## src/rtl/core/kpc_pkg.sv

```systemverilog
// Shared constants, codes and types for the key position calibrator.
package kpc_pkg;

    localparam int SAMPLE_BITS = 12;
    localparam int FRAC_BITS   = 12;
    localparam int PRESS_LEN   = 8;
    localparam int RING_LEN    = 64;
    localparam int RING_AW     = $clog2(RING_LEN);
    localparam int FILL_W      = $clog2(RING_LEN + 1);
    localparam int SUM_W       = SAMPLE_BITS + RING_AW;
    localparam int DVD_W       = SAMPLE_BITS + FRAC_BITS;
    localparam int DVS_W       = SAMPLE_BITS;
    localparam int STEP_W      = $clog2(DVD_W + 1);
    localparam int POS_W       = 14;

    localparam int ONE    = 1 << FRAC_BITS;
    localparam int POS_LO = ONE / 2;
    localparam int POS_HI = (ONE * 12) / 10;

    typedef enum logic [2:0] {
        OP_SAMPLE = 3'd0,
        OP_START  = 3'd1,
        OP_FINISH = 3'd2,
        OP_ABORT  = 3'd3,
        OP_CLEAR  = 3'd4,
        OP_UPDATE = 3'd5
    } op_t;

    localparam logic [1:0] ST_NOT         = 2'd0;
    localparam logic [1:0] ST_CALIBRATING = 2'd1;
    localparam logic [1:0] ST_CALIBRATED  = 2'd2;

    typedef struct packed {
        logic               start;
        logic [DVD_W-1:0]   dividend;
        logic [DVS_W-1:0]   divisor;
    } div_req_t;

    typedef struct packed {
        logic               done;
        logic [DVD_W-1:0]   quotient;
    } div_rsp_t;

endpackage

```

## src/rtl/core/kpc_ram.sv

```systemverilog
// Generic single-write, single-read RAM with registered read data.
module kpc_ram #(
    parameter int WIDTH = 12,
    parameter int DEPTH = 64
) (
    input  logic                     aclk,
    input  logic                     we,
    input  logic [$clog2(DEPTH)-1:0] waddr,
    input  logic [WIDTH-1:0]         wdata,
    input  logic [$clog2(DEPTH)-1:0] raddr,
    output logic [WIDTH-1:0]         rdata
);

    logic [WIDTH-1:0] mem [DEPTH];
    logic [WIDTH-1:0] rdata_reg;

    always_ff @(posedge aclk) begin
        if (we) begin
            mem[waddr] <= wdata;
        end
        rdata_reg <= mem[raddr];
    end

    assign rdata = rdata_reg;

endmodule

```

## src/rtl/core/kpc_div.sv

```systemverilog
// Unsigned restoring divider, one quotient bit per cycle.
module kpc_div (
    input  logic              aclk,
    input  logic              aresetn,
    input  kpc_pkg::div_req_t req,
    output kpc_pkg::div_rsp_t rsp
);
    import kpc_pkg::*;

    logic [DVD_W-1:0]  q_reg;
    logic [DVS_W:0]    rem_reg;
    logic [DVS_W-1:0]  dvs_reg;
    logic [STEP_W-1:0] cnt_reg;
    logic              done_reg;

    logic [DVS_W:0]    rem_shift;
    logic [DVS_W+1:0]  diff;

    always_comb begin
        rem_shift = {rem_reg[DVS_W-1:0], q_reg[DVD_W-1]};
        diff      = {1'b0, rem_shift} - {2'b00, dvs_reg};
    end

    always_ff @(posedge aclk) begin
        if (!aresetn) begin
            cnt_reg  <= '0;
            done_reg <= 1'b0;
        end else begin
            done_reg <= 1'b0;
            if (req.start) begin
                q_reg   <= req.dividend;
                rem_reg <= '0;
                dvs_reg <= req.divisor;
                cnt_reg <= STEP_W'(DVD_W);
            end else if (cnt_reg != '0) begin
                if (!diff[DVS_W+1]) begin
                    rem_reg <= diff[DVS_W:0];
                    q_reg   <= {q_reg[DVD_W-2:0], 1'b1};
                end else begin
                    rem_reg <= rem_shift;
                    q_reg   <= {q_reg[DVD_W-2:0], 1'b0};
                end
                cnt_reg <= cnt_reg - 1'b1;
                if (cnt_reg == STEP_W'(1)) begin
                    done_reg <= 1'b1;
                end
            end
        end
    end

    assign rsp.done     = done_reg;
    assign rsp.quotient = q_reg;

endmodule

```

## src/rtl/core/key_position_calibrator_top.sv

```systemverilog
// Key position calibrator top level: request handling, sample ring and calibration state.
//
// The work per request is set by the 24-step serial divider and by the sample ring,
// read one entry per cycle. Start, abort, clear and ignored requests go straight
// to the result state. A sample while calibrated runs one divide. A sample while
// calibrating goes straight to the result state until eight samples are held, then
// runs eight ring reads plus a divide. Finish and update-rest with enough samples
// read every held entry, at most 64 with a full ring, then divide. A new request is
// taken while the previous result still waits in the output register.
module key_position_calibrator_top (
    input  logic        aclk,
    input  logic        aresetn,
    input  logic        s_tvalid,
    output logic        s_tready,
    input  logic [15:0] s_tdata,   // [11:0] raw_value, rest zero
    input  logic [2:0]  s_tuser,   // [2:0] operation
    output logic        m_tvalid,
    input  logic        m_tready,
    output logic [15:0] m_tdata,   // [13:0] position, rest zero
    output logic [3:0]  m_tuser,   // [0] position_valid, [1] finish_ok, [3:2] calib_status
    input  logic        cfg_we,
    input  logic        cfg_index,
    input  logic [11:0] cfg_wdata
);
    import kpc_pkg::*;

    typedef enum logic [1:0] {
        S_IDLE,
        S_SUM,
        S_DIV,
        S_RESULT
    } state_t;

    typedef enum logic [1:0] {
        M_POS,
        M_AVG,
        M_FIN,
        M_UPD
    } mode_t;

    state_t state_reg;
    mode_t  mode_reg;

    logic                   pgd_reg;
    logic [SAMPLE_BITS-1:0] min_range_reg;

    logic [1:0]             cal_reg;
    logic [1:0]             prev_reg;
    logic [SAMPLE_BITS-1:0] rest_reg;
    logic                   rest_valid_reg;
    logic [SAMPLE_BITS-1:0] press_reg;
    logic                   press_valid_reg;
    logic [SAMPLE_BITS-1:0] ext_reg;
    logic                   ext_valid_reg;
    logic [RING_AW-1:0]     head_reg;
    logic [FILL_W-1:0]      fill_reg;

    logic [RING_AW-1:0]     ptr_reg;
    logic [FILL_W-1:0]      issue_reg;
    logic [FILL_W-1:0]      count_reg;
    logic                   pend_reg;
    logic [SUM_W-1:0]       sum_reg;
    logic                   neg_reg;

    logic [POS_W-1:0]       res_pos_reg;
    logic                   res_pvalid_reg;
    logic                   res_fin_reg;

    logic                   m_tvalid_reg;
    logic [POS_W-1:0]       m_pos_reg;
    logic                   m_pvalid_reg;
    logic                   m_fin_reg;
    logic [1:0]             m_status_reg;

    div_req_t               div_req_reg;
    div_rsp_t               div_rsp;

    logic                   accept;
    op_t                    op;
    logic [SAMPLE_BITS-1:0] raw;
    logic                   ring_we;
    logic [SAMPLE_BITS-1:0] ring_rdata;
    logic [1:0]             abort_st;
    logic [FILL_W-1:0]      fill_inc;
    logic [SAMPLE_BITS:0]   raw_diff;
    logic [SAMPLE_BITS:0]   den_diff;
    logic [SAMPLE_BITS-1:0] raw_mag;
    logic [SAMPLE_BITS-1:0] den_mag;
    logic                   pos_ok;
    logic [SAMPLE_BITS-1:0] qv;
    logic [SAMPLE_BITS:0]   ext_diff;
    logic [SAMPLE_BITS-1:0] ext_mag;
    logic                   better;
    logic [POS_W-1:0]       clip_mag;
    logic                   out_free;

    assign accept   = s_tvalid && s_tready;
    assign s_tready = (state_reg == S_IDLE);
    assign op       = op_t'(s_tuser);
    assign raw      = s_tdata[SAMPLE_BITS-1:0];
    assign ring_we  = accept && (op == OP_SAMPLE) && (cal_reg == ST_CALIBRATING);
    assign out_free = !m_tvalid_reg || m_tready;

    always_comb begin
        abort_st = (prev_reg == ST_CALIBRATED) ? ST_CALIBRATED : ST_NOT;
        fill_inc = (fill_reg == FILL_W'(RING_LEN)) ? fill_reg : fill_reg + 1'b1;
        raw_diff = {1'b0, raw} - {1'b0, rest_reg};
        den_diff = {1'b0, press_reg} - {1'b0, rest_reg};
        raw_mag  = raw_diff[SAMPLE_BITS] ? SAMPLE_BITS'(-raw_diff) : raw_diff[SAMPLE_BITS-1:0];
        den_mag  = den_diff[SAMPLE_BITS] ? SAMPLE_BITS'(-den_diff) : den_diff[SAMPLE_BITS-1:0];
        pos_ok   = rest_valid_reg && press_valid_reg && (press_reg != rest_reg);
        qv       = div_rsp.quotient[SAMPLE_BITS-1:0];
        ext_diff = {1'b0, ext_reg} - {1'b0, qv};
        ext_mag  = ext_diff[SAMPLE_BITS] ? SAMPLE_BITS'(-ext_diff) : ext_diff[SAMPLE_BITS-1:0];
        better   = pgd_reg ? (qv < ext_reg) : (qv > ext_reg);
        if (neg_reg) begin
            clip_mag = (div_rsp.quotient > DVD_W'(POS_LO)) ? POS_W'(POS_LO)
                                                           : div_rsp.quotient[POS_W-1:0];
        end else begin
            clip_mag = (div_rsp.quotient > DVD_W'(POS_HI)) ? POS_W'(POS_HI)
                                                           : div_rsp.quotient[POS_W-1:0];
        end
    end

    kpc_ram #(
        .WIDTH(SAMPLE_BITS),
        .DEPTH(RING_LEN)
    ) u_ring (
        .aclk (aclk),
        .we   (ring_we),
        .waddr(head_reg),
        .wdata(raw),
        .raddr(ptr_reg),
        .rdata(ring_rdata)
    );

    kpc_div u_div (
        .aclk   (aclk),
        .aresetn(aresetn),
        .req    (div_req_reg),
        .rsp    (div_rsp)
    );

    always_ff @(posedge aclk) begin
        if (!aresetn) begin
            state_reg       <= S_IDLE;
            mode_reg        <= M_POS;
            pgd_reg         <= 1'b0;
            min_range_reg   <= SAMPLE_BITS'(64);
            cal_reg         <= ST_NOT;
            prev_reg        <= ST_NOT;
            rest_valid_reg  <= 1'b0;
            press_valid_reg <= 1'b0;
            ext_valid_reg   <= 1'b0;
            head_reg        <= '0;
            fill_reg        <= '0;
            pend_reg        <= 1'b0;
            issue_reg       <= '0;
            div_req_reg     <= '0;
            m_tvalid_reg    <= 1'b0;
        end else begin
            div_req_reg.start <= 1'b0;
            if (cfg_we) begin
                if (cfg_index) begin
                    min_range_reg <= cfg_wdata;
                end else begin
                    pgd_reg <= cfg_wdata[0];
                end
            end
            if (m_tvalid_reg && m_tready) begin
                m_tvalid_reg <= 1'b0;
            end

            unique case (state_reg)
                S_IDLE: begin
                    if (accept) begin
                        res_pos_reg    <= '0;
                        res_pvalid_reg <= 1'b0;
                        res_fin_reg    <= 1'b0;
                        state_reg      <= S_RESULT;
                        case (op) inside
                            OP_SAMPLE: begin
                                if (cal_reg == ST_CALIBRATED && pos_ok) begin
                                    neg_reg  <= raw_diff[SAMPLE_BITS] ^ den_diff[SAMPLE_BITS];
                                    mode_reg <= M_POS;
                                    div_req_reg.start    <= 1'b1;
                                    div_req_reg.dividend <= {raw_mag, FRAC_BITS'(0)};
                                    div_req_reg.divisor  <= den_mag;
                                    state_reg <= S_DIV;
                                end else if (cal_reg == ST_CALIBRATING) begin
                                    head_reg <= head_reg + 1'b1;
                                    fill_reg <= fill_inc;
                                    if (fill_inc >= FILL_W'(PRESS_LEN)) begin
                                        mode_reg  <= M_AVG;
                                        ptr_reg   <= head_reg;
                                        issue_reg <= FILL_W'(PRESS_LEN);
                                        count_reg <= FILL_W'(PRESS_LEN);
                                        sum_reg   <= '0;
                                        state_reg <= S_SUM;
                                    end
                                end
                            end
                            OP_START: begin
                                prev_reg       <= (cal_reg == ST_CALIBRATING) ? abort_st
                                                                              : cal_reg;
                                cal_reg        <= ST_CALIBRATING;
                                rest_valid_reg <= 1'b0;
                                head_reg       <= '0;
                                fill_reg       <= '0;
                                ext_valid_reg  <= 1'b0;
                            end
                            OP_FINISH, OP_UPDATE: begin
                                if (fill_reg >= FILL_W'(PRESS_LEN)) begin
                                    mode_reg  <= (op == OP_FINISH) ? M_FIN : M_UPD;
                                    ptr_reg   <= head_reg - 1'b1;
                                    issue_reg <= fill_reg;
                                    count_reg <= fill_reg;
                                    sum_reg   <= '0;
                                    state_reg <= S_SUM;
                                end else if (op == OP_UPDATE || cal_reg == ST_CALIBRATING) begin
                                    prev_reg      <= cal_reg;
                                    cal_reg       <= abort_st;
                                    head_reg      <= '0;
                                    fill_reg      <= '0;
                                    ext_valid_reg <= 1'b0;
                                end
                            end
                            OP_ABORT: begin
                                prev_reg      <= cal_reg;
                                cal_reg       <= abort_st;
                                head_reg      <= '0;
                                fill_reg      <= '0;
                                ext_valid_reg <= 1'b0;
                            end
                            OP_CLEAR: begin
                                prev_reg      <= ST_NOT;
                                cal_reg       <= ST_NOT;
                                head_reg      <= '0;
                                fill_reg      <= '0;
                                ext_valid_reg <= 1'b0;
                            end
                            default: ;
                        endcase
                    end
                end
                S_SUM: begin
                    if (issue_reg != '0) begin
                        ptr_reg   <= ptr_reg - 1'b1;
                        issue_reg <= issue_reg - 1'b1;
                        pend_reg  <= 1'b1;
                    end else begin
                        pend_reg <= 1'b0;
                    end
                    if (pend_reg) begin
                        sum_reg <= sum_reg + SUM_W'(ring_rdata);
                    end
                    if (issue_reg == '0 && !pend_reg) begin
                        div_req_reg.start    <= 1'b1;
                        div_req_reg.dividend <= DVD_W'(sum_reg);
                        div_req_reg.divisor  <= DVS_W'(count_reg);
                        state_reg <= S_DIV;
                    end
                end
                S_DIV: begin
                    if (div_rsp.done) begin
                        state_reg <= S_RESULT;
                        unique case (mode_reg)
                            M_POS: begin
                                res_pos_reg    <= neg_reg ? POS_W'(-clip_mag) : clip_mag;
                                res_pvalid_reg <= 1'b1;
                            end
                            M_AVG: begin
                                if (!ext_valid_reg || better) begin
                                    ext_reg       <= qv;
                                    ext_valid_reg <= 1'b1;
                                end
                            end
                            M_FIN: begin
                                if (ext_valid_reg && ext_mag >= min_range_reg) begin
                                    rest_reg        <= qv;
                                    rest_valid_reg  <= 1'b1;
                                    press_reg       <= ext_reg;
                                    press_valid_reg <= 1'b1;
                                    prev_reg        <= cal_reg;
                                    cal_reg         <= ST_CALIBRATED;
                                    res_fin_reg     <= 1'b1;
                                end else begin
                                    prev_reg <= cal_reg;
                                    cal_reg  <= abort_st;
                                end
                                head_reg      <= '0;
                                fill_reg      <= '0;
                                ext_valid_reg <= 1'b0;
                            end
                            M_UPD: begin
                                rest_reg       <= qv;
                                rest_valid_reg <= 1'b1;
                                prev_reg       <= cal_reg;
                                cal_reg        <= abort_st;
                                head_reg       <= '0;
                                fill_reg       <= '0;
                                ext_valid_reg  <= 1'b0;
                            end
                            default: ;
                        endcase
                    end
                end
                S_RESULT: begin
                    if (out_free) begin
                        m_tvalid_reg <= 1'b1;
                        m_pos_reg    <= res_pos_reg;
                        m_pvalid_reg <= res_pvalid_reg;
                        m_fin_reg    <= res_fin_reg;
                        m_status_reg <= cal_reg;
                        state_reg    <= S_IDLE;
                    end
                end
                default: state_reg <= S_IDLE;
            endcase
        end
    end

    assign m_tvalid = m_tvalid_reg;
    assign m_tdata  = {2'b00, m_pos_reg};
    assign m_tuser  = {m_status_reg, m_fin_reg, m_pvalid_reg};

    // ring holds samples only during a calibration session
    a_fill_only_calibrating: assert property (@(posedge aclk) disable iff (!aresetn)
        (fill_reg != '0) |-> (cal_reg == ST_CALIBRATING))
        else $error("ring not empty outside calibration");

    a_fill_bound: assert property (@(posedge aclk) disable iff (!aresetn)
        fill_reg <= FILL_W'(RING_LEN))
        else $error("ring fill beyond depth");

    a_extreme_needs_samples: assert property (@(posedge aclk) disable iff (!aresetn)
        ext_valid_reg |-> (fill_reg >= FILL_W'(PRESS_LEN)))
        else $error("extreme valid without enough samples");

    a_press_sticky: assert property (@(posedge aclk) disable iff (!aresetn)
        press_valid_reg |=> press_valid_reg)
        else $error("press endpoint lost");

endmodule
```

## config.mk

```make
export PLATFORM = sky130hd
export DESIGN_NAME = key_position_calibrator_top
export DESIGN_NICKNAME = d
export VERILOG_FILES = /design/src/rtl/core/kpc_pkg.sv /design/src/rtl/core/kpc_ram.sv /design/src/rtl/core/kpc_div.sv /design/src/rtl/core/key_position_calibrator_top.sv
export SDC_FILE = /design/constraint.sdc
export NUM_CORES = 1
export LEC_CHECK = 0
export ABC_AREA = 1
export BUFFER_PORTS_ARGS = -buffer_cell sky130_fd_sc_hd__buf_2
export CORE_UTILIZATION = 35
export CTS_BUF_LIST = sky130_fd_sc_hd__clkbuf_16
export DETAILED_ROUTE_END_ITERATION = 12
export HOLD_SLACK_MARGIN = 0.08
export MAX_ROUTING_LAYER = met4
export PLACE_DENSITY = 0.61
export SLEW_MARGIN = 20
export SYNTH_ARGS = -nofsm -noshare
export SYNTH_HDL_FRONTEND = slang
export SYNTH_SLANG_ARGS = --single-unit
```

## constraint.sdc

```tcl
create_clock -name aclk -period 4.5 [get_ports aclk]
set_input_delay 0.675 -clock aclk [delete_from_list [all_inputs] [get_ports aclk]]
set_output_delay 0.675 -clock aclk [all_outputs]
set_load 0.05 [all_outputs]
```

**Yosys cells after proc, flatten, opt, wreduce, memory -nomap -nowiden**

Memories as Yosys holds them, arrays and structs flattened. A register that Yosys moved wholly into a read port is not among the register bits.
Index checks and enable logic that the tools add are counted.

- $add $sub $neg: 15
- Magnitude comparators: 7
- Equality and inequality tests: 54
- Muxes and demuxes: 160
- Bitwise gates (word level): 4
- Reduce and logical (&&, ||, !) cells: 55

Operator list:

| cell | number |
|---|---|
| 18-bit two-way mux | 9 |
| 7-bit two-way mux | 22 |
| 37-bit two-way mux | 4 |
| 6-bit two-way mux | 21 |
| 14-bit two-way mux | 7 |
| 2-bit two-way mux | 39 |
| 37-bit case mux with 2 select lines | 1 |
| 12-bit two-way mux | 6 |
| 24-bit two-way mux | 2 |
| 12-bit by 12-bit subtractor with 13-bit output | 3 |
| 12-bit negation | 3 |
| 18-bit case mux with 2 select lines | 1 |
| 9-bit AND reduction | 4 |
| 1-bit two-way mux | 30 |
| 5-bit AND reduction | 6 |
| 14-bit case mux with 2 select lines | 1 |
| 7-bit case mux with 2 select lines | 2 |
| 24-bit by 12-bit > comparator with 1-bit output (second input constant) | 1 |
| 24-bit by 13-bit > comparator with 1-bit output (second input constant) | 1 |
| 12-bit case mux with 2 select lines | 1 |
| 6-bit case mux with 2 select lines | 2 |
| 2-bit != test (second input constant) | 11 |
| 10-bit AND reduction | 2 |
| 18-bit by 12-bit adder with 18-bit output | 1 |
| other kinds (50) | 115 |

- Register bits: 239
- RAM bits: 768
- Bits of input ports: 37
- Word-level logic and storage cells: 333
- Memories kept: 1

Memory list:

| memory | depth | width | rd ports | clocked after memory_dff | write ports | RTL line | source |
|---|---|---|---|---|---|---|---|
| u_ring.mem | 64 | 12 | 1 | 1 | 1 | kpc_ram.sv:14 | `logic [WIDTH-1:0] mem [DEPTH];` |

**Logic depth before layout (Yosys ltp)**

- Word-level depth: 9
- Gate-level depth with buffers: 25

**Modules after synthesis**

From an unflattened synthesis, not the netlist that was laid out.

- Cells, all modules: 4625
- Area, all modules: 46677.3 µm²

By module, submodules not included:

| module | instances | cells an instance | area each (µm²) | sequential area each (µm²) |
|---|---|---|---|---|
| kpc_ram | 1 | 2675 | 31700.4 | 23302.3 |
| key_position_calibrator_top | 1 | 1590 | 11991.5 | 4724.5 |
| kpc_div | 1 | 360 | 2985.4 | 1561.5 |

**Worst setup path after synthesis**

OpenSTA, ideal clock, no wires.

- Kind: input-to-reg
- From: in aresetn
- To: reg u_div.q_reg[0], enable pin
- Library setup time: 0.479 ns
- Data arrival time: 3.728 ns
- Setup slack: 0.293 ns
- Stages on the path: 4
- Path through: buf_2 -> inv_1 -> clkbuf_1 -> o21ai_0

- Longest elaborated chain between the ends: 1

RTL lines:

| item | RTL line | source |
|---|---|---|
| start, declared | key_position_calibrator_top.sv:12 | `input logic aresetn,` |
| 2-bit AND reduction (no line) | -- |  |
| end signal, assigned | kpc_div.sv:31 | `q_reg <= req.dividend;` |
| end signal, assigned | kpc_div.sv:38 | `q_reg <= {q_reg[DVD_W-2:0], 1'b1};` |
| end signal, assigned | kpc_div.sv:41 | `q_reg <= {q_reg[DVD_W-2:0], 1'b0};` |
| end, declared | kpc_div.sv:10 | `logic [DVD_W-1:0] q_reg;` |

Every way passes these cells.
A chain may end at the register's enable or synchronous reset.

**Worst setup path after layout**

- From: reg ext_reg[0]
- To: reg rest_reg[7], enable pin

- Longest elaborated chain between the ends: 7

RTL lines:

| item | RTL line | source |
|---|---|---|
| start, declared | key_position_calibrator_top.sv:53 | `logic [SAMPLE_BITS-1:0] ext_reg;` |
| start signal, assigned | key_position_calibrator_top.sv:274 | `ext_reg <= qv;` |
| 12-bit by 12-bit subtractor with 13-bit output (*) | key_position_calibrator_top.sv:113 | `ext_diff = {1'b0, ext_reg} - {1'b0, qv};` |
| 12-bit negation | key_position_calibrator_top.sv:114 | `ext_mag = ext_diff[SAMPLE_BITS] ? SAMPLE_BITS'(-ext_diff) : ext_diff[SAMPLE_BITS-1:0];` |
| 12-bit two-way mux (*) | key_position_calibrator_top.sv:114 |  |
| 12-bit greater-or-equal comparator (*) | key_position_calibrator_top.sv:279 | `if (ext_valid_reg && ext_mag >= min_range_reg) begin` |
| 1-bit logical AND (*) | key_position_calibrator_top.sv:279 |  |
| 2-bit != test (no line) (*) | -- |  |
| 5-bit AND reduction (no line) (*) | -- |  |
| end signal, assigned | key_position_calibrator_top.sv:280 | `rest_reg <= qv;` |
| end signal, assigned | key_position_calibrator_top.sv:296 | `rest_reg <= qv;` |
| end, declared | key_position_calibrator_top.sv:49 | `logic [SAMPLE_BITS-1:0] rest_reg;` |

Mark *: on every way between the ends. The rest lies on a longest branch, timed or not.

==> flow_metrics.env <==
export IMPL_synth_xor_area_frac=0.009406
export IMPL_synthMuxAreaShare=0
export IMPL_postSynthAreaPerCell_um2=11.28
export IMPL_overflow=0
export IMPL_nets=4157
export IMPL_ant_nets=0
export IMPL_cts_tree="yes"
export IMPL_firstDrtPassIters=6
export IMPL_synth_area_um2=44560
export IMPL_syn_to_final_growth_pct=13.89
export IMPL_die_y_um=358.8
export IMPL_yosys_register_bits=1019
export IMPL_whs_path_depth=4
export IMPL_grt_usage=0.1861
export IMPL_cts_sinks=1019
export IMPL_maxSlewViolCount=0
export IMPL_portBuffers=52
export IMPL_whs_ns=0.2497
export IMPL_grt_pass1_vias=29120
export IMPL_yosysWarnings=0
export IMPL_drtIter0Drc=3341
export IMPL_die_area_um2=128700
export IMPL_synth_main_ff_cell="edfxtp_1"
export IMPL_die_x_um=358.8
export IMPL_cts_buffers=103
export IMPL_startpoint_type="register"
export IMPL_vias=30990
export IMPL_clk_latency_ns=0.72
export IMPL_synth_compound_area_frac=0.1264
export IMPL_antenna_found_initial=2
export IMPL_synthAdderAreaFrac=0.02752
export IMPL_synth_distinct_cells=58
export IMPL_yosys_top_cells_count="918 x edfxtp_1, 617 x nor2_1, 503 x o21ai_0"
export IMPL_wl_per_cell_um=20.66
export IMPL_largest_reg_flops=768
export IMPL_finalNonFillerCells=5769
export IMPL_required_ns=4.83
export IMPL_slew_headroom=0.2644
export IMPL_yosysMostFrequentCell="edfxtp_1"
export IMPL_dpl_instance_area_um2=47120
export IMPL_synth_top_family_by_area="simple AND/OR/NAND/NOR gates"
export IMPL_grt_pass1_wl_mm=179.9
export IMPL_status="finished, final reports clean"
export IMPL_clk_pin_slew_ns=0.06
export IMPL_cts_buffer_depth=3
export IMPL_htree_levels=3
export IMPL_final_area_um2=50750
export IMPL_core_um2=125900
export IMPL_viasPerCell=5.371
export IMPL_synthCells=3949
export IMPL_hp_class="input port to register"
export IMPL_maxClockFrequency_mhz=242.3
export IMPL_synth_area_leader_cell="edfxtp_1"
export IMPL_path_max_fanout=12
export IMPL_leakagePower_nw=17.67
export IMPL_ios=59
export IMPL_grt_max_degree=231
export IMPL_power_per_cell_area_nw_per_um2=555.4
export IMPL_numPlacedInstances=5568
export IMPL_drv_cap=0
export IMPL_synthArstFlopShare=0
export IMPL_hold_viol=0
export IMPL_r2r_cells=24
export IMPL_tightest_slew_ns=1.103
export IMPL_fp_row_count=130
export IMPL_drcViolationCount=0
export IMPL_globalplace_congestion=0.9227
export IMPL_setup_viol=0
export IMPL_routed_wirelength_mm=119.2
export IMPL_post_route_period_util=0.9170
export IMPL_synth_edff_count=918
export IMPL_period_needed_ns=4.127
export IMPL_peakVddDrop_uv=427.4
export IMPL_layout_drive_gt1_share=0.09696
export IMPL_synthTopCellsByArea="edfxtp_1 62%, o21ai_0 5.6%, nor2_1 5.2%"
export IMPL_path_class="register to register"
export IMPL_hpwl_mm=71.22
export IMPL_hold_buffers=0
export IMPL_start_util=0.3540
export IMPL_rsz0062_at_grt="no"
export IMPL_fin_skew_ns=0.06638
export IMPL_synth_simple_area_share=0.1308
export IMPL_seq_area_frac_synth=0.6640
export IMPL_root_buffer="clkbuf_16"
export IMPL_cp_end_kind="register"
export IMPL_cp_arrival_ns=4.45
export IMPL_synth_top_area_share=0.6186
## layer usage
layer  track usage  wire [µm]
met1        0.2548      52780
met5             -          0
met4       0.05739       3342
met3       0.02887       8867
met2        0.2842      54180
## cells by family after synthesis
family / after synthesis
AOI/OAI and AO/OA: 936
xor gates and xnor gates: 47
adders and majority gates: 95
buffers and inverters: 469
DFF: 1019
other: 1
and+or+nand+nor: 1382
## repair_timing
action | in CTS | in global routing
setup endpoints to repair | 12 | 24
pin swaps | 0 | 2
gates resized for setup | 1 | 13
cloned | 0 | 1
setup buffers | 0 | 1
## cell usage in the layout, fill, tap and decap left out, drive strengths merged, types with 4 or more instances in the layout
master	synthesis	final
a22oi	13	13
o31ai	4	4
clkinvlp	0	4
nand3	288	288
o21ai	511	511
a211oi	13	13
nand4	23	23
buf	62	186
xnor2	12	12
nor2	624	624
fa	5	5
a31oi	9	9
bufinv	0	15
nand3b	10	10
xor2	35	35
ha	90	90
nand2	389	389
diode	0	4
nor3	36	36
inv	250	262
o211ai	11	11
dfxtp	101	101
clkbuf	154	104
o221ai	192	192
a21oi	154	154
clkinv	3	63
o21bai	6	6
a21boi	4	4
edfxtp	918	918
o21a	7	7
## where the power goes
group | total (mW) | internal [mW] | switching [mW]
Combinational | 7.89 | 2.42 | 5.47
Sequential | 11.4 | 11.1 | 0.353
Clock | 8.90 | 5.11 | 3.79
## critical path, cell delays in order, from the launching register on
cell and delay, ns:
edfxtp_1 0.39, inv_1 0.07, ha_1 0.14, inv_1 0.06
fa_2 0.37, nand3_1 0.10, nand3_2 0.11, nand2_1 0.10
nand3_2 0.10, nand3_1 0.09, nand2_1 0.07, or2_2 0.27
nand2_1 0.08, nand4_1 0.11, nand3b_1 0.11, nand2_1 0.06
ha_1 0.28, nand2_1 0.08, nor2_2 0.16, nand3_1 0.11
nand4_1 0.19, nand2_1 0.11, nand3_1 0.10, nand2_1 0.07
nor2_2 0.47
## worst paths after layout
check / slack (ns) / startpoint / endpoint
setup / recovery: 0.37 / ext_reg[0]$_DFFE_PP_ / rest_reg[7]$_DFFE_PP_
hold / removal: 0.25 / m_tready / m_tvalid$_SDFF_PN0_
setup reg to reg: 0.37 / ext_reg[0]$_DFFE_PP_ / rest_reg[7]$_DFFE_PP_
hold reg to reg: 0.41 / res_pos_reg[11]$_SDFFCE_PN0P_ / m_pos_reg[11]$_DFFE_PP_
## per-stage QoR
stage               worst slack (ns)  power (mW)  TNS [ns]  utilization
finish                        0.3733       28.19         0       0.4031
global route                0.002836       29.62         0       0.4031
CTS                           0.1561       28.26         0       0.4025
detailed placement          -0.04413       19.40   -0.5240       0.3743
global placement             0.04190       19.28         0       0.3743
floorplan                     0.2930       16.71         0            -
## cell type report
| type | count | area, µm² |
|---|---|---|
| Fill cell | 12000 | 75150 |
| Sequential cell | 1019 | 29590 |
| Multi-Input combinational cell | 2462 | 13170 |
| Clock buffer | 104 | 2603 |
| Tap cell | 1650 | 2064 |
| Timing Repair Buffer | 186 | 1399 |
| Inverter | 253 | 965.9 |
| Clock inverter | 91 | 948.4 |
| Antenna cell | 4 | 10.01 |
Power figures use the tool's default switching activity.
